`config.mk`:
```
export PLATFORM = sky130hd
export DESIGN_NAME = infix_expression_evaluator_flat
export DESIGN_NICKNAME = d
export VERILOG_FILES = /design/src/hw/rtl/iee_pkg.sv /design/src/hw/rtl/iee_if.sv /design/src/hw/rtl/infix_expression_evaluator.sv /design/src/hw/rtl/iee_ram.sv /design/src/hw/rtl/iee_alu.sv /design/src/hw/rtl/iee_dp.sv /design/src/hw/rtl/iee_ctrl.sv /design/src/flat_wrapper.sv
export SDC_FILE = /design/constraint.sdc
export NUM_CORES = 2
export LEC_CHECK = 0
export BUFFER_PORTS_ARGS = -buffer_cell sky130_fd_sc_hd__buf_2
export CORE_MARGIN = 1.5
export CORE_UTILIZATION = 50
export CTS_CLUSTER_SIZE = 25
export DETAILED_ROUTE_END_ITERATION = 10
export PLACE_DENSITY = 0.8
export SLEW_MARGIN = 20
export SYNTH_ARGS = -nofsm -noshare
export SYNTH_HDL_FRONTEND = slang
export SYNTH_SLANG_ARGS = --single-unit
```
`constraint.sdc`:
```
create_clock -name clk -period 5.8 [get_ports clk]
set_input_delay 0.29 -clock clk [delete_from_list [all_inputs] [get_ports clk]]
set_output_delay 0.29 -clock clk [all_outputs]
set_load 0.02 [all_outputs]
```
`src/hw/rtl/iee_pkg.sv`:
```
// Package with the shared types, character codes and helper functions of the expression evaluator.
package iee_pkg;

	localparam int NEST_DEPTH_DEF  = 16;
	localparam int VALUE_WIDTH_DEF = 32;

	localparam logic [7:0] CH_HASH  = 8'h23;
	localparam logic [7:0] CH_LPAR  = 8'h28;
	localparam logic [7:0] CH_RPAR  = 8'h29;
	localparam logic [7:0] CH_ONE   = 8'h31;
	localparam logic [7:0] CH_NINE  = 8'h39;
	localparam logic [7:0] CH_PLUS  = 8'h2B;
	localparam logic [7:0] CH_MINUS = 8'h2D;
	localparam logic [7:0] CH_STAR  = 8'h2A;
	localparam logic [7:0] CH_SLASH = 8'h2F;
	localparam logic [7:0] CH_PCT   = 8'h25;

	localparam logic [1:0] ERR_NONE = 2'd0;
	localparam logic [1:0] ERR_DIV0 = 2'd1;
	localparam logic [1:0] ERR_NEST = 2'd2;
	localparam logic [1:0] ERR_FORM = 2'd3;

	localparam logic [1:0] LO_NONE = 2'd0;
	localparam logic [1:0] LO_ADD  = 2'd1;
	localparam logic [1:0] LO_SUB  = 2'd2;

	localparam logic [1:0] HI_NONE = 2'd0;
	localparam logic [1:0] HI_MUL  = 2'd1;
	localparam logic [1:0] HI_DIV  = 2'd2;
	localparam logic [1:0] HI_REM  = 2'd3;

	typedef enum logic [2:0] {
		CLS_OTHER,
		CLS_DIGIT,
		CLS_OPEN,
		CLS_CLOSE,
		CLS_LOW,
		CLS_HIGH,
		CLS_END
	} char_class_t;

	typedef enum logic [2:0] {
		ALU_ADD,
		ALU_SUB,
		ALU_MUL,
		ALU_DIV,
		ALU_REM
	} alu_op_t;

	typedef enum logic [1:0] {
		AS_IDLE,
		AS_RUN,
		AS_FIX,
		AS_DONE
	} alu_state_t;

	typedef enum logic [2:0] {
		EM_NONE,
		EM_CHAR,
		EM_HIGH,
		EM_LOW,
		EM_FINAL
	} emit_kind_t;

	typedef enum logic [3:0] {
		CS_IDLE,
		CS_DECODE,
		CS_EMIT_CHAR,
		CS_DEL_CHK,
		CS_DEL_LD,
		CS_DEL_WAIT,
		CS_DEL_EMIT,
		CS_CL_RT,
		CS_CL_LT,
		CS_CL_LL,
		CS_CL_WAIT,
		CS_CL_EMIT,
		CS_CL_DONE,
		CS_FINAL,
		CS_FLUSH,
		CS_FLUSH_CLR
	} ctrl_state_t;

	typedef struct packed {
		logic       set_err;
		logic [1:0] err_code;
		logic       load_digit;
		logic       push;
		logic       pop;
		logic       set_high;
		logic       set_low;
		logic       set_term;
		logic       raddr_term;
		logic       we;
		logic       waddr_term;
		logic       alu_start;
		logic       alu_high;
		logic       ld_opa;
		logic       ld_opb;
		emit_kind_t emit;
		logic       flush;
		logic       clear;
	} dp_cmd_t;

	typedef struct packed {
		char_class_t cls;
		logic        in_valid;
		logic        want_op;
		logic        lvl_zero;
		logic        lvl_max;
		logic        err_nz;
		logic        lo_nz;
		logic        hi_nz;
		logic        emit_ok;
		logic        alu_done;
	} dp_status_t;

	function automatic char_class_t classify(input logic [7:0] ch);
		char_class_t c;
		c = CLS_OTHER;
		if (ch >= CH_ONE && ch <= CH_NINE) c = CLS_DIGIT;
		else if (ch == CH_LPAR) c = CLS_OPEN;
		else if (ch == CH_RPAR) c = CLS_CLOSE;
		else if (ch == CH_PLUS || ch == CH_MINUS) c = CLS_LOW;
		else if (ch == CH_STAR || ch == CH_SLASH || ch == CH_PCT) c = CLS_HIGH;
		else if (ch == CH_HASH) c = CLS_END;
		return c;
	endfunction

	function automatic logic [7:0] low_sym(input logic [1:0] code);
		logic [7:0] s;
		case (code)
			LO_ADD: s = CH_PLUS;
			LO_SUB: s = CH_MINUS;
			default: s = 8'h00;
		endcase
		return s;
	endfunction

	function automatic logic [7:0] high_sym(input logic [1:0] code);
		logic [7:0] s;
		case (code)
			HI_MUL: s = CH_STAR;
			HI_DIV: s = CH_SLASH;
			HI_REM: s = CH_PCT;
			default: s = 8'h00;
		endcase
		return s;
	endfunction

endpackage

```
`src/hw/rtl/iee_if.sv`:
```
// Handshake interfaces for the character input channel and the result output channel.
interface iee_char_if;
	logic       valid;
	logic       ready;
	logic [7:0] char_code;

	modport source (output valid, output char_code, input ready);
	modport sink (input valid, input char_code, output ready);
endinterface

interface iee_result_if;
	logic               valid;
	logic               ready;
	logic        [7:0]  symbol;
	logic               symbol_valid;
	logic signed [31:0] value;
	logic               done_res;
	logic        [1:0]  error;
	logic               last;

	modport source (output valid, output symbol, output symbol_valid, output value,
		output done_res, output error, output last, input ready);
	modport sink (input valid, input symbol, input symbol_valid, input value,
		input done_res, input error, input last, output ready);
endinterface

```
`src/hw/rtl/infix_expression_evaluator.sv`:
```
// Top level of the infix expression evaluator: controller, datapath and channel wiring.
// Each accepted item is sequenced by the controller until its last result is staged. Applying
// * / or % uses the one-bit-per-cycle ALU, and / or % adds a sign fixup step after its iterations;
// the worst case is a ) that closes a sum and applies / or %.
// Throughput: one item at a time; the next item is taken once the current one is finished,
// even while its last result still waits in the output register. Reset clears the control
// state, nesting level and error latch; frame values need no clearing.
module infix_expression_evaluator import iee_pkg::*; #(
	parameter int NEST_DEPTH  = NEST_DEPTH_DEF,
	parameter int VALUE_WIDTH = VALUE_WIDTH_DEF
) (
	input logic          clk,
	input logic          arst_n,
	iee_char_if.sink     chars,
	iee_result_if.source results
);
	dp_cmd_t    cmd;
	dp_status_t status;
	logic       in_ready;

	iee_ctrl u_ctrl (
		.clk      (clk),
		.arst_n   (arst_n),
		.status   (status),
		.cmd      (cmd),
		.in_ready (in_ready)
	);

	iee_dp #(
		.NEST_DEPTH  (NEST_DEPTH),
		.VALUE_WIDTH (VALUE_WIDTH)
	) u_dp (
		.clk      (clk),
		.arst_n   (arst_n),
		.in_ready (in_ready),
		.cmd      (cmd),
		.status   (status),
		.chars    (chars),
		.results  (results)
	);
endmodule

```
`src/hw/rtl/iee_ram.sv`:
```
// Generic single write port RAM with a registered read port.
module iee_ram #(
	parameter int WIDTH = 32,
	parameter int DEPTH = 32
) (
	input  logic                     clk,
	input  logic                     we,
	input  logic [$clog2(DEPTH)-1:0] waddr,
	input  logic [WIDTH-1:0]         wdata,
	input  logic [$clog2(DEPTH)-1:0] raddr,
	output logic [WIDTH-1:0]         rdata
);
	logic [WIDTH-1:0] mem_q [DEPTH];

	always_ff @(posedge clk) begin
		if (we) begin
			mem_q[waddr] <= wdata;
		end
		rdata <= mem_q[raddr];
	end
endmodule

```
`src/hw/rtl/iee_alu.sv`:
```
// Multi-cycle arithmetic unit: add, subtract, shift-add multiply, signed restoring divide.
module iee_alu import iee_pkg::*; #(
	parameter int VALUE_WIDTH = VALUE_WIDTH_DEF
) (
	input  logic                   clk,
	input  logic                   arst_n,
	input  logic                   start,
	input  alu_op_t                op,
	input  logic [VALUE_WIDTH-1:0] a,
	input  logic [VALUE_WIDTH-1:0] b,
	output logic                   done,
	output logic [VALUE_WIDTH-1:0] res,
	output logic                   dz
);
	localparam int W   = VALUE_WIDTH;
	localparam int CW  = $clog2(W + 1);

	alu_state_t       st_q, st_d;
	alu_op_t          op_q;
	logic [W-1:0]     acc_q, x_q, y_q;
	logic [CW-1:0]    cnt_q;
	logic             qneg_q, rneg_q, dz_q;
	logic [W-1:0]     rem2;
	logic             ge;
	logic [W-1:0]     abs_a, abs_b;

	assign abs_a = a[W-1] ? (~a + 1'b1) : a;
	assign abs_b = b[W-1] ? (~b + 1'b1) : b;
	assign rem2  = {acc_q[W-2:0], x_q[W-1]};
	assign ge    = (rem2 >= y_q);

	always_comb begin
		st_d = st_q;
		case (st_q)
			AS_IDLE: begin
				if (start) begin
					if (op == ALU_ADD || op == ALU_SUB || b == '0) st_d = AS_DONE;
					else st_d = AS_RUN;
				end
			end
			AS_RUN: begin
				if (cnt_q == CW'(1)) begin
					st_d = (op_q == ALU_MUL) ? AS_DONE : AS_FIX;
				end
			end
			AS_FIX: st_d = AS_DONE;
			AS_DONE: st_d = AS_IDLE;
			default: st_d = AS_IDLE;
		endcase
	end

	always_ff @(posedge clk or negedge arst_n) begin
		if (!arst_n) begin
			st_q <= AS_IDLE;
		end else begin
			st_q <= st_d;
		end
	end

	always_ff @(posedge clk) begin
		case (st_q)
			AS_IDLE: begin
				if (start) begin
					op_q   <= op;
					dz_q   <= 1'b0;
					cnt_q  <= CW'(W);
					qneg_q <= a[W-1] ^ b[W-1];
					rneg_q <= a[W-1];
					case (op)
						ALU_ADD: acc_q <= a + b;
						ALU_SUB: acc_q <= a - b;
						ALU_MUL: begin
							acc_q <= '0;
							x_q   <= a;
							y_q   <= b;
						end
						default: begin
							acc_q <= '0;
							x_q   <= abs_a;
							y_q   <= abs_b;
							dz_q  <= (b == '0);
						end
					endcase
				end
			end
			AS_RUN: begin
				cnt_q <= cnt_q - 1'b1;
				if (op_q == ALU_MUL) begin
					if (y_q[0]) acc_q <= acc_q + x_q;
					x_q <= {x_q[W-2:0], 1'b0};
					y_q <= {1'b0, y_q[W-1:1]};
				end else begin
					acc_q <= ge ? (rem2 - y_q) : rem2;
					x_q   <= {x_q[W-2:0], ge};
				end
			end
			AS_FIX: begin
				if (op_q == ALU_DIV) acc_q <= qneg_q ? (~x_q + 1'b1) : x_q;
				else acc_q <= rneg_q ? (~acc_q + 1'b1) : acc_q;
			end
			default: begin
			end
		endcase
	end

	assign done = (st_q == AS_DONE);
	assign res  = acc_q;
	assign dz   = dz_q;

	a_start_idle: assert property (@(posedge clk) disable iff (!arst_n)
		(st_q != AS_IDLE) |-> !start)
		else $error("ALU started while busy.");
	a_done_once: assert property (@(posedge clk) disable iff (!arst_n)
		done |=> !done)
		else $error("ALU done held for more than one cycle.");
	a_run_count: assert property (@(posedge clk) disable iff (!arst_n)
		(st_q == AS_RUN) |-> (cnt_q != '0))
		else $error("ALU iteration count ran out.");
endmodule

```
`src/hw/rtl/iee_dp.sv`:
```
// Datapath: frame storage, nesting level, error latch, operands, and result staging.
module iee_dp import iee_pkg::*; #(
	parameter int NEST_DEPTH  = NEST_DEPTH_DEF,
	parameter int VALUE_WIDTH = VALUE_WIDTH_DEF
) (
	input  logic         clk,
	input  logic         arst_n,
	input  logic         in_ready,
	input  dp_cmd_t      cmd,
	output dp_status_t   status,
	iee_char_if.sink     chars,
	iee_result_if.source results
);
	localparam int W      = VALUE_WIDTH;
	localparam int LVL_W  = (NEST_DEPTH > 1) ? $clog2(NEST_DEPTH) : 1;
	localparam int MEM_D  = 2 * NEST_DEPTH;
	localparam int MEM_AW = $clog2(MEM_D);

	logic [7:0]        ch_q;
	logic [LVL_W-1:0]  lvl_q;
	logic [1:0]        err_q;
	logic [4:0]        ctrl_q [NEST_DEPTH];
	logic [W-1:0]      opa_q, opb_q;
	logic [W-1:0]      alu_a;
	logic [W-1:0]      rdata;
	logic [MEM_AW-1:0] raddr, waddr;
	logic [4:0]        cur;
	logic [1:0]        lo, hi;
	alu_op_t           alu_op;
	logic              alu_done, alu_dz;
	logic [W-1:0]      alu_res;

	logic              pend_v_q;
	logic [7:0]        pend_sym_q;
	logic              pend_sv_q;
	logic [31:0]       pend_val_q;
	logic              pend_done_q;
	logic [1:0]        pend_err_q;

	logic              out_v_q;
	logic [7:0]        out_sym_q;
	logic              out_sv_q;
	logic [31:0]       out_val_q;
	logic              out_done_q;
	logic [1:0]        out_err_q;
	logic              out_last_q;
	logic              out_free, push_out;

	logic [7:0]        new_sym;
	logic              new_sv;
	logic [31:0]       new_val;
	logic              new_done;
	logic [1:0]        new_err;

	function automatic logic [1:0] classify_high(input logic [7:0] ch);
		logic [1:0] h;
		if (ch == CH_STAR) h = HI_MUL;
		else if (ch == CH_SLASH) h = HI_DIV;
		else h = HI_REM;
		return h;
	endfunction

	assign chars.ready = in_ready;
	assign cur = ctrl_q[lvl_q];
	assign lo  = cur[1:0];
	assign hi  = cur[3:2];

	assign raddr = MEM_AW'({lvl_q, cmd.raddr_term});
	assign waddr = MEM_AW'({lvl_q, cmd.waddr_term});

	// The ALU takes its left operand in the same cycle as it is read from the frame store.
	assign alu_a = cmd.ld_opa ? rdata : opa_q;

	always_comb begin
		if (cmd.alu_high) begin
			case (hi)
				HI_MUL: alu_op = ALU_MUL;
				HI_DIV: alu_op = ALU_DIV;
				default: alu_op = ALU_REM;
			endcase
		end else begin
			alu_op = (lo == LO_ADD) ? ALU_ADD : ALU_SUB;
		end
	end

	iee_ram #(.WIDTH(W), .DEPTH(MEM_D)) u_frames (
		.clk   (clk),
		.we    (cmd.we),
		.waddr (waddr),
		.wdata (opb_q),
		.raddr (raddr),
		.rdata (rdata)
	);

	iee_alu #(.VALUE_WIDTH(W)) u_alu (
		.clk    (clk),
		.arst_n (arst_n),
		.start  (cmd.alu_start),
		.op     (alu_op),
		.a      (alu_a),
		.b      (opb_q),
		.done   (alu_done),
		.res    (alu_res),
		.dz     (alu_dz)
	);

	always_ff @(posedge clk) begin
		if (chars.valid && in_ready) ch_q <= chars.char_code;
		if (cmd.ld_opa) opa_q <= rdata;
		if (alu_done) opb_q <= alu_res;
		else if (cmd.ld_opb) opb_q <= rdata;
		else if (cmd.load_digit) opb_q <= W'(ch_q[3:0]);
	end

	always_ff @(posedge clk or negedge arst_n) begin
		if (!arst_n) begin
			lvl_q <= '0;
			err_q <= ERR_NONE;
			for (int i = 0; i < NEST_DEPTH; i++) ctrl_q[i] <= '0;
		end else if (cmd.clear) begin
			lvl_q <= '0;
			err_q <= ERR_NONE;
			for (int i = 0; i < NEST_DEPTH; i++) ctrl_q[i] <= '0;
		end else begin
			if (cmd.set_err) err_q <= cmd.err_code;
			else if (alu_done && alu_dz && err_q == ERR_NONE) err_q <= ERR_DIV0;
			if (cmd.push) begin
				ctrl_q[lvl_q + 1'b1] <= '0;
				lvl_q <= lvl_q + 1'b1;
			end else if (cmd.pop) begin
				ctrl_q[lvl_q] <= '0;
				lvl_q <= lvl_q - 1'b1;
			end else if (cmd.set_high) begin
				ctrl_q[lvl_q] <= {1'b0, classify_high(ch_q), lo};
			end else if (cmd.set_low) begin
				ctrl_q[lvl_q] <= {3'b000, (ch_q == CH_PLUS) ? LO_ADD : LO_SUB};
			end else if (cmd.set_term) begin
				ctrl_q[lvl_q] <= {1'b1, HI_NONE, lo};
			end
		end
	end

	always_comb begin
		new_sym  = 8'h00;
		new_sv   = 1'b1;
		new_val  = '0;
		new_done = 1'b0;
		new_err  = ERR_NONE;
		case (cmd.emit)
			EM_CHAR: new_sym = ch_q;
			EM_HIGH: new_sym = high_sym(hi);
			EM_LOW:  new_sym = low_sym(lo);
			EM_FINAL: begin
				new_sv   = 1'b0;
				new_done = 1'b1;
				new_err  = err_q;
				new_val  = (err_q == ERR_NONE) ? 32'(opb_q) : 32'd0;
			end
			default: new_sv = 1'b0;
		endcase
	end

	assign out_free = !out_v_q || results.ready;
	assign push_out = pend_v_q && ((cmd.emit != EM_NONE) || cmd.flush);

	always_ff @(posedge clk or negedge arst_n) begin
		if (!arst_n) begin
			pend_v_q <= 1'b0;
			out_v_q  <= 1'b0;
		end else begin
			if (cmd.emit != EM_NONE) pend_v_q <= 1'b1;
			else if (cmd.flush) pend_v_q <= 1'b0;
			if (push_out) out_v_q <= 1'b1;
			else if (results.ready) out_v_q <= 1'b0;
		end
	end

	always_ff @(posedge clk) begin
		if (cmd.emit != EM_NONE) begin
			pend_sym_q  <= new_sym;
			pend_sv_q   <= new_sv;
			pend_val_q  <= new_val;
			pend_done_q <= new_done;
			pend_err_q  <= new_err;
		end
		if (push_out) begin
			out_sym_q  <= pend_sym_q;
			out_sv_q   <= pend_sv_q;
			out_val_q  <= pend_val_q;
			out_done_q <= pend_done_q;
			out_err_q  <= pend_err_q;
			out_last_q <= cmd.flush;
		end
	end

	assign results.valid        = out_v_q;
	assign results.symbol       = out_sym_q;
	assign results.symbol_valid = out_sv_q;
	assign results.value        = out_val_q;
	assign results.done_res     = out_done_q;
	assign results.error        = out_err_q;
	assign results.last         = out_last_q;

	assign status.cls      = classify(ch_q);
	assign status.in_valid = chars.valid;
	assign status.want_op  = cur[4];
	assign status.lvl_zero = (lvl_q == '0);
	assign status.lvl_max  = (lvl_q == LVL_W'(NEST_DEPTH - 1));
	assign status.err_nz   = (err_q != ERR_NONE);
	assign status.lo_nz    = (lo != LO_NONE);
	assign status.hi_nz    = (hi != HI_NONE);
	assign status.emit_ok  = !pend_v_q || out_free;
	assign status.alu_done = alu_done;

	a_err_sticky: assert property (@(posedge clk) disable iff (!arst_n)
		(err_q != ERR_NONE && !cmd.clear) |=> (err_q == $past(err_q)))
		else $error("Latched error changed before the expression ended.");
	a_lvl_range: assert property (@(posedge clk) disable iff (!arst_n)
		lvl_q <= LVL_W'(NEST_DEPTH - 1))
		else $error("Nesting level beyond the frame stack.");
	a_no_overrun: assert property (@(posedge clk) disable iff (!arst_n)
		push_out |-> out_free)
		else $error("Result register overwritten before it was taken.");
endmodule

```
`src/hw/rtl/iee_ctrl.sv`:
```
// Controller state machine that sequences the datapath for each input item.
module iee_ctrl import iee_pkg::*; (
	input  logic       clk,
	input  logic       arst_n,
	input  dp_status_t status,
	output dp_cmd_t    cmd,
	output logic       in_ready
);
	ctrl_state_t st_q, st_d;

	always_comb begin
		st_d = st_q;
		case (st_q)
			CS_IDLE: if (status.in_valid) st_d = CS_DECODE;
			CS_DECODE: begin
				if (status.err_nz) begin
					st_d = (status.cls == CLS_END) ? CS_FINAL : CS_IDLE;
				end else begin
					case (status.cls)
						CLS_DIGIT: st_d = status.want_op ? CS_IDLE : CS_EMIT_CHAR;
						CLS_LOW: st_d = status.want_op ? CS_CL_RT : CS_IDLE;
						CLS_CLOSE: begin
							st_d = (status.want_op && !status.lvl_zero) ? CS_CL_RT : CS_IDLE;
						end
						CLS_END: begin
							st_d = (status.want_op && status.lvl_zero) ? CS_CL_RT : CS_FINAL;
						end
						default: st_d = CS_IDLE;
					endcase
				end
			end
			CS_EMIT_CHAR: if (status.emit_ok) st_d = CS_DEL_CHK;
			CS_DEL_CHK: st_d = status.hi_nz ? CS_DEL_LD : CS_FLUSH;
			CS_DEL_LD: st_d = CS_DEL_WAIT;
			CS_DEL_WAIT: if (status.alu_done) st_d = CS_DEL_EMIT;
			CS_DEL_EMIT: if (status.emit_ok) st_d = CS_FLUSH;
			CS_CL_RT: st_d = CS_CL_LT;
			CS_CL_LT: st_d = status.lo_nz ? CS_CL_LL : CS_CL_DONE;
			CS_CL_LL: st_d = CS_CL_WAIT;
			CS_CL_WAIT: if (status.alu_done) st_d = CS_CL_EMIT;
			CS_CL_EMIT: if (status.emit_ok) st_d = CS_CL_DONE;
			CS_CL_DONE: begin
				case (status.cls)
					CLS_LOW: st_d = CS_FLUSH;
					CLS_CLOSE: st_d = CS_DEL_CHK;
					default: st_d = CS_FINAL;
				endcase
			end
			CS_FINAL: if (status.emit_ok) st_d = CS_FLUSH_CLR;
			CS_FLUSH: if (status.emit_ok) st_d = CS_IDLE;
			CS_FLUSH_CLR: if (status.emit_ok) st_d = CS_IDLE;
			default: st_d = CS_IDLE;
		endcase
	end

	always_comb begin
		cmd      = '0;
		cmd.emit = EM_NONE;
		in_ready = 1'b0;
		case (st_q)
			CS_IDLE: in_ready = 1'b1;
			CS_DECODE: begin
				if (!status.err_nz) begin
					case (status.cls)
						CLS_DIGIT: begin
							if (status.want_op) begin
								cmd.set_err  = 1'b1;
								cmd.err_code = ERR_FORM;
							end else begin
								cmd.load_digit = 1'b1;
							end
						end
						CLS_OPEN: begin
							if (status.want_op) begin
								cmd.set_err  = 1'b1;
								cmd.err_code = ERR_FORM;
							end else if (status.lvl_max) begin
								cmd.set_err  = 1'b1;
								cmd.err_code = ERR_NEST;
							end else begin
								cmd.push = 1'b1;
							end
						end
						CLS_LOW: begin
							cmd.set_err  = !status.want_op;
							cmd.err_code = ERR_FORM;
						end
						CLS_HIGH: begin
							cmd.set_err  = !status.want_op;
							cmd.err_code = ERR_FORM;
							cmd.set_high = status.want_op;
						end
						CLS_CLOSE: begin
							cmd.set_err  = !status.want_op || status.lvl_zero;
							cmd.err_code = ERR_FORM;
						end
						CLS_END: begin
							cmd.set_err  = !status.want_op || !status.lvl_zero;
							cmd.err_code = ERR_FORM;
						end
						default: begin
						end
					endcase
				end
			end
			CS_EMIT_CHAR: if (status.emit_ok) cmd.emit = EM_CHAR;
			CS_DEL_CHK: begin
				cmd.raddr_term = 1'b1;
				if (!status.hi_nz) begin
					cmd.we         = 1'b1;
					cmd.waddr_term = 1'b1;
					cmd.set_term   = 1'b1;
				end
			end
			CS_DEL_LD: begin
				cmd.ld_opa    = 1'b1;
				cmd.alu_start = 1'b1;
				cmd.alu_high  = 1'b1;
			end
			CS_DEL_EMIT: begin
				if (status.emit_ok) begin
					cmd.emit       = EM_HIGH;
					cmd.we         = 1'b1;
					cmd.waddr_term = 1'b1;
					cmd.set_term   = 1'b1;
				end
			end
			CS_CL_RT: cmd.raddr_term = 1'b1;
			CS_CL_LT: cmd.ld_opb = 1'b1;
			CS_CL_LL: begin
				cmd.ld_opa    = 1'b1;
				cmd.alu_start = 1'b1;
			end
			CS_CL_EMIT: if (status.emit_ok) cmd.emit = EM_LOW;
			CS_CL_DONE: begin
				case (status.cls)
					CLS_LOW: begin
						cmd.we      = 1'b1;
						cmd.set_low = 1'b1;
					end
					CLS_CLOSE: cmd.pop = 1'b1;
					default: begin
					end
				endcase
			end
			CS_FINAL: if (status.emit_ok) cmd.emit = EM_FINAL;
			CS_FLUSH: cmd.flush = status.emit_ok;
			CS_FLUSH_CLR: begin
				cmd.flush = status.emit_ok;
				cmd.clear = status.emit_ok;
			end
			default: begin
			end
		endcase
	end

	always_ff @(posedge clk or negedge arst_n) begin
		if (!arst_n) begin
			st_q <= CS_IDLE;
		end else begin
			st_q <= st_d;
		end
	end

	a_one_emit: assert property (@(posedge clk) disable iff (!arst_n)
		!((cmd.emit != EM_NONE) && cmd.flush))
		else $error("Emit and flush requested together.");
	a_alu_wait: assert property (@(posedge clk) disable iff (!arst_n)
		cmd.alu_start |=> (st_q == CS_DEL_WAIT || st_q == CS_CL_WAIT))
		else $error("Arithmetic started without waiting for it.");
	a_clear_after_final: assert property (@(posedge clk) disable iff (!arst_n)
		cmd.clear |-> $past(st_q == CS_FINAL || st_q == CS_FLUSH_CLR))
		else $error("State cleared outside the end of an expression.");
endmodule
```
`src/flat_wrapper.sv`:
```
// flat-port wrapper written by rule: the top's interface ports become plain ports
module infix_expression_evaluator_flat import iee_pkg::*;
#(
	parameter int NEST_DEPTH  = NEST_DEPTH_DEF,
	parameter int VALUE_WIDTH = VALUE_WIDTH_DEF
)
  (clk, arst_n, chars_valid, chars_char_code, chars_ready, results_valid, results_symbol, results_symbol_valid, results_value, results_done_res, results_error, results_last, results_ready);
  iee_char_if chars_i ();
  iee_result_if results_i ();
  input logic clk;
  input logic arst_n;
  input wire logic [$bits(chars_i.valid)-1:0] chars_valid;
  input wire logic [$bits(chars_i.char_code)-1:0] chars_char_code;
  output wire logic [$bits(chars_i.ready)-1:0] chars_ready;
  output wire logic [$bits(results_i.valid)-1:0] results_valid;
  output wire logic [$bits(results_i.symbol)-1:0] results_symbol;
  output wire logic [$bits(results_i.symbol_valid)-1:0] results_symbol_valid;
  output wire logic [$bits(results_i.value)-1:0] results_value;
  output wire logic [$bits(results_i.done_res)-1:0] results_done_res;
  output wire logic [$bits(results_i.error)-1:0] results_error;
  output wire logic [$bits(results_i.last)-1:0] results_last;
  input wire logic [$bits(results_i.ready)-1:0] results_ready;
  assign chars_i.valid = chars_valid;
  assign chars_i.char_code = chars_char_code;
  assign chars_ready = chars_i.ready;
  assign results_valid = results_i.valid;
  assign results_symbol = results_i.symbol;
  assign results_symbol_valid = results_i.symbol_valid;
  assign results_value = results_i.value;
  assign results_done_res = results_i.done_res;
  assign results_error = results_i.error;
  assign results_last = results_i.last;
  assign results_i.ready = results_ready;
  infix_expression_evaluator #(.NEST_DEPTH(NEST_DEPTH), .VALUE_WIDTH(VALUE_WIDTH)) u_core (.clk(clk), .arst_n(arst_n), .chars(chars_i), .results(results_i));
endmodule
```
==> metrics.md <==
| Metric | Value |
|---|---|
| Status | `completed` |
| Placed Cells | `6126` |
| CP Capture Type | `flip-flop` |
| Setup violators final | `0` |
| WP data arrival | `around 6.0 ns` |
| PortBufs | `58` |
| RSZ-0062 raised after global routing | `no` |
| F_max | `~0.18 GHz` |
| Max_slew headroom | `about 23%` |
| Clk sinks | `between 1000 and 1500` |
| EDFF count, synth | `around 1300` |
| Slew Viols, Final | `0` |
| Lkg Pwr | `around 25 nW` |
| Synth top area cells | `edfxtp_1 (59%), mux4_2 (9.5%), dfrtp_1 (3.7%), o21ai_0 (2.5%), nand2_1 (2.4%)` |
| CTS tree | `yes` |
| First-pass GRT wire length | `283 mm` |
| Cell taking the most area after synthesis | `edfxtp_1` |
| Vias in the first global route | `41892` |
| Largest net degree at the start of global routing | `141` |
| Most common cell in the netlist | `edfxtp_1` |
| Avg Cell Area, Syn | `around 14 µm²` |
| Violation count after the first detailed-route iteration | `about 6500` |
| Post-detail-place hpwl | `between 100 and 150 mm` |
| Post-synthesis instance area | `64200 µm²` |
| R2R depth | `20` |
| CTS Root Cell | `clkbuf_16` |
| R2R Setup Slk | `0.30 ns` |
| Post-Syn Instances | `around 4500` |
| Routed WL | `between 150 and 200 mm` |
| Synth unique cells | `88` |
| Initial antenna violation count | `6` |
| Layout Nets | `around 4800` |
| Core area | `127000 µm²` |
| Layout Cells excl Fill | `approximately 6400` |
| Drt first pass iters | `8` |
| Die W | `between 300 and 400 µm` |
| Final design utilization | `between 50% and 60%` |
| Power, Total | `~0.046 W` |
| Row count | `about 130` |
| Starting Density | `between 50% and 60%` |
| Top_reg_cell synth | `edfxtp_1` |
| Tcrit/Tclk final | `around 95%` |
| Routed Antenna Nets | `0` |
| Residual DRC | `0` |
| Area share of the largest cell type after synthesis | `around 59%` |
| Asr flop ratio synth | `6.62%` |
| Via count | `approximately 43000` |
| I/O Pins | `about 60` |
| Final Cell Area | `72500 µm²` |
| Proportion of layout cells with a drive suffix above 1 | `around 18%` |
| Post-synth top cells | `edfxtp_1 (1261), nand2_1 (414), o21ai_0 (325)` |
| Clock Tree Buf Depth | `3` |
| Placed Instance Area | `~68000 µm²` |
| Die Ht | `between 300 and 400 µm` |
| Global Route Usage Sum | `between 20% and 30%` |
| CP most frequent cell | `nand2_1` |
| Worst-path cell chain | `mux4_2 > nand2_1 > nor4b_2 > ha_1 > nand2b_1 > buf_4 > nand2_1 > xor2_1 > ha_1 > and4_1 > and2_1 > nand2_1 > o21ai_0 > buf_4 > and2_1 > a31oi_1 > o21ba_2 > o21ai_0 > xor2_1 > a22o_1` |
| Max_cap viols | `0` |
| Syn nets | `around 4600` |
| PD cells | `approximately 640 nW/µm²` |
| R2R Path End | `u_core.u_dp.u_alu.res[19]$_DFFE_PP_` |
| Area growth, synth to finish | `12.9%` |
| Per-cell routed wire length | `~30 µm` |
| H-tree levels | `4` |
| Register area share after synthesis | `between 60 and 70%` |
| Slowest Stage Delay on Critical Path | `roughly 0.61 ns` |
| Worst-Skew Late Latency | `around 0.79 ns` |
| Final Skew | `about 0.039 ns` |
| Worst vdd ir | `slightly above 0.4 mV` |
| Reg2reg start | `u_core.u_dp.lvl_q[0]$_DFFE_PN0P_` |
| Clock-pin slew on the worst setup and hold paths | `~0.060 ns` |
| Die Footprint | `roughly 130000 µm²` |
| Final hold violation count | `0` |
| Crit path required time | `6.32 ns` |
| Num CTS Buffers | `141` |
| Final min period | `around 5.5 ns` |
| Post-DR vias/cell | `roughly 6.7` |
| Crit path kind | `reg -> reg` |
| Total gr overflow | `0` |
| Setup TNS Final | `0 ns` |
| Slew at the pin with the worst max-slew slack | `1.15 ns` |
| FF+latch count, synth | `between 1000 and 1500` |
| Crit-path slowest cell | `dfrtp_4` |
| CP Max Fanout | `16` |
| Number of synthesis warnings | `0` |
| Worst setup SP type | `flip-flop` |
| Worst min path class | `in -> async` |
| GP Congestion | `approximately 0.99` |
-- logic make-up after synthesis --
logic type                 after synthesis  share of synthesized area (%)
DFF                                   1419                           64.7
and+or+nand+nor                       1030                           7.53
AOI/OAI and AO/OA                      970                           9.50
buffers and inverters                  344                           2.06
muxes                                  341                           10.6
xor gates and xnor gates               236                           3.22
adders and majority gates              121                           2.39
-- sequential cells by signal, indices dropped and copies added, names as in the netlist, 8 cells and up --
register                    flops
u_core.u_dp.results.value      32
u_core.u_dp.ctrl_q             80
u_core.u_dp.u_alu.y_q          32
u_core.u_dp.opb_q              32
u_core.u_dp.u_frames.rdata     32
u_core.u_dp.u_alu.res          32
u_core.u_dp.u_frames.mem_q   1024
u_core.u_dp.opa_q              32
u_core.u_dp.ch_q                8
u_core.u_dp.results.symbol      8
u_core.u_dp.u_alu.x_q          32
u_core.u_dp.pend_sym_q          8
u_core.u_dp.pend_val_q         32
-- stage by stage --
stage	hold WS (ns)	setup slack, ns
2_1_floorplan	-0.00559	0.0939
3_3_place_gp	0.292	0.403
3_5_place_dp	0.302	0.358
4_1_cts	0.0345	0.313
5_1_grt	0.0859	0.0577
6_report	0.0498	0.296
-- per-layer routing --
metal	global-route usage, %	up-vias	share of wire [%]
li1	-	17678	-
met1	39.0	21408	36
met2	47.2	3246	47
met3	6.63	580	12
met4	13.3	6	5.0
met5	0	-	0.021
-- where the power goes --
| part | internal [W] | switching [W] |
|---|---|---|
| registers | 0.0144 | 0.00135 |
| logic | 0.00751 | 0.0136 |
| clock network | 0.00541 | 0.00400 |
-- layout by cell type (no fill, tap or decap), types with 64 or more instances in the layout --
master | synthesis | final
edfxtp_1 | 1261 | 1261
nand2_1 | 414 | 413
o21ai_0 | 325 | 325
mux4_2 | 270 | 270
nor2_1 | 230 | 191
a21oi_1 | 184 | 182
buf_4 | 3 | 166
clkbuf_16 | 0 | 142
xnor2_1 | 133 | 133
a22oi_1 | 131 | 131
ha_1 | 117 | 115
inv_1 | 104 | 104
xor2_1 | 103 | 103
dfrtp_1 | 94 | 92
dfxtp_1 | 64 | 64
-- what timing repair did --
action / CTS / global route
hold endpoints to repair: 44 / 0
gates resized for setup: 0 / 2
setup buffers: 0 / 0
setup endpoints to repair: 0 / 2
hold buffers: 11 / 0
-- worst max-delay path by stage --
stage	startpoint	end	slack (ns)	cells past startpoint
finish	u_core.u_dp.lvl_q[0]$_DFFE_PN0P_	u_core.u_dp.u_alu.res[19]$_DFFE_PP_	0.30	20
global route	u_core.u_dp.lvl_q[0]$_DFFE_PN0P_	u_core.u_dp.u_alu.res[27]$_DFFE_PP_	0.06	19
CTS	u_core.u_dp.lvl_q[0]$_DFFE_PN0P_	u_core.u_dp.u_alu.res[29]$_DFFE_PP_	0.31	18
detailed placement	u_core.u_dp.lvl_q[0]$_DFFE_PN0P_	u_core.u_dp.u_alu.res[29]$_DFFE_PP_	0.36	18
global placement	u_core.u_dp.lvl_q[0]$_DFFE_PN0P_	u_core.u_dp.u_alu.res[29]$_DFFE_PP_	0.40	18
floorplan	u_core.u_dp.lvl_q[3]$_DFFE_PN0P_	u_core.u_dp.u_alu.res[29]$_DFFE_PP_	0.09	22
-- layout make-up --
type | count | area, µm²
inverters | 107 | 402
diodes | 3 | 7.51
well taps | 1662 | 2080
repair buffers | 252 | 2000
fillers | 9478 | 54900
flip-flops and latches | 1419 | 41500
multi-input cells | 2698 | 21700
clock inverters | 82 | 937
clock buffers | 178 | 3800
-- critical path, delay by kind of cell (launching register included) --
family                   cells  cell delay, ns
AO/OA/AOI/OAI                5            1.28
XOR/XNOR                     2            0.25
adder cells (fa/ha/maj)      2            0.77
buffers and inverters        2            0.50
flip-flops                   1            0.61
multiplexers                 1            0.57
AND/OR/NAND/NOR              8            1.25
Note: power is estimated with default switching activity, not from simulation.
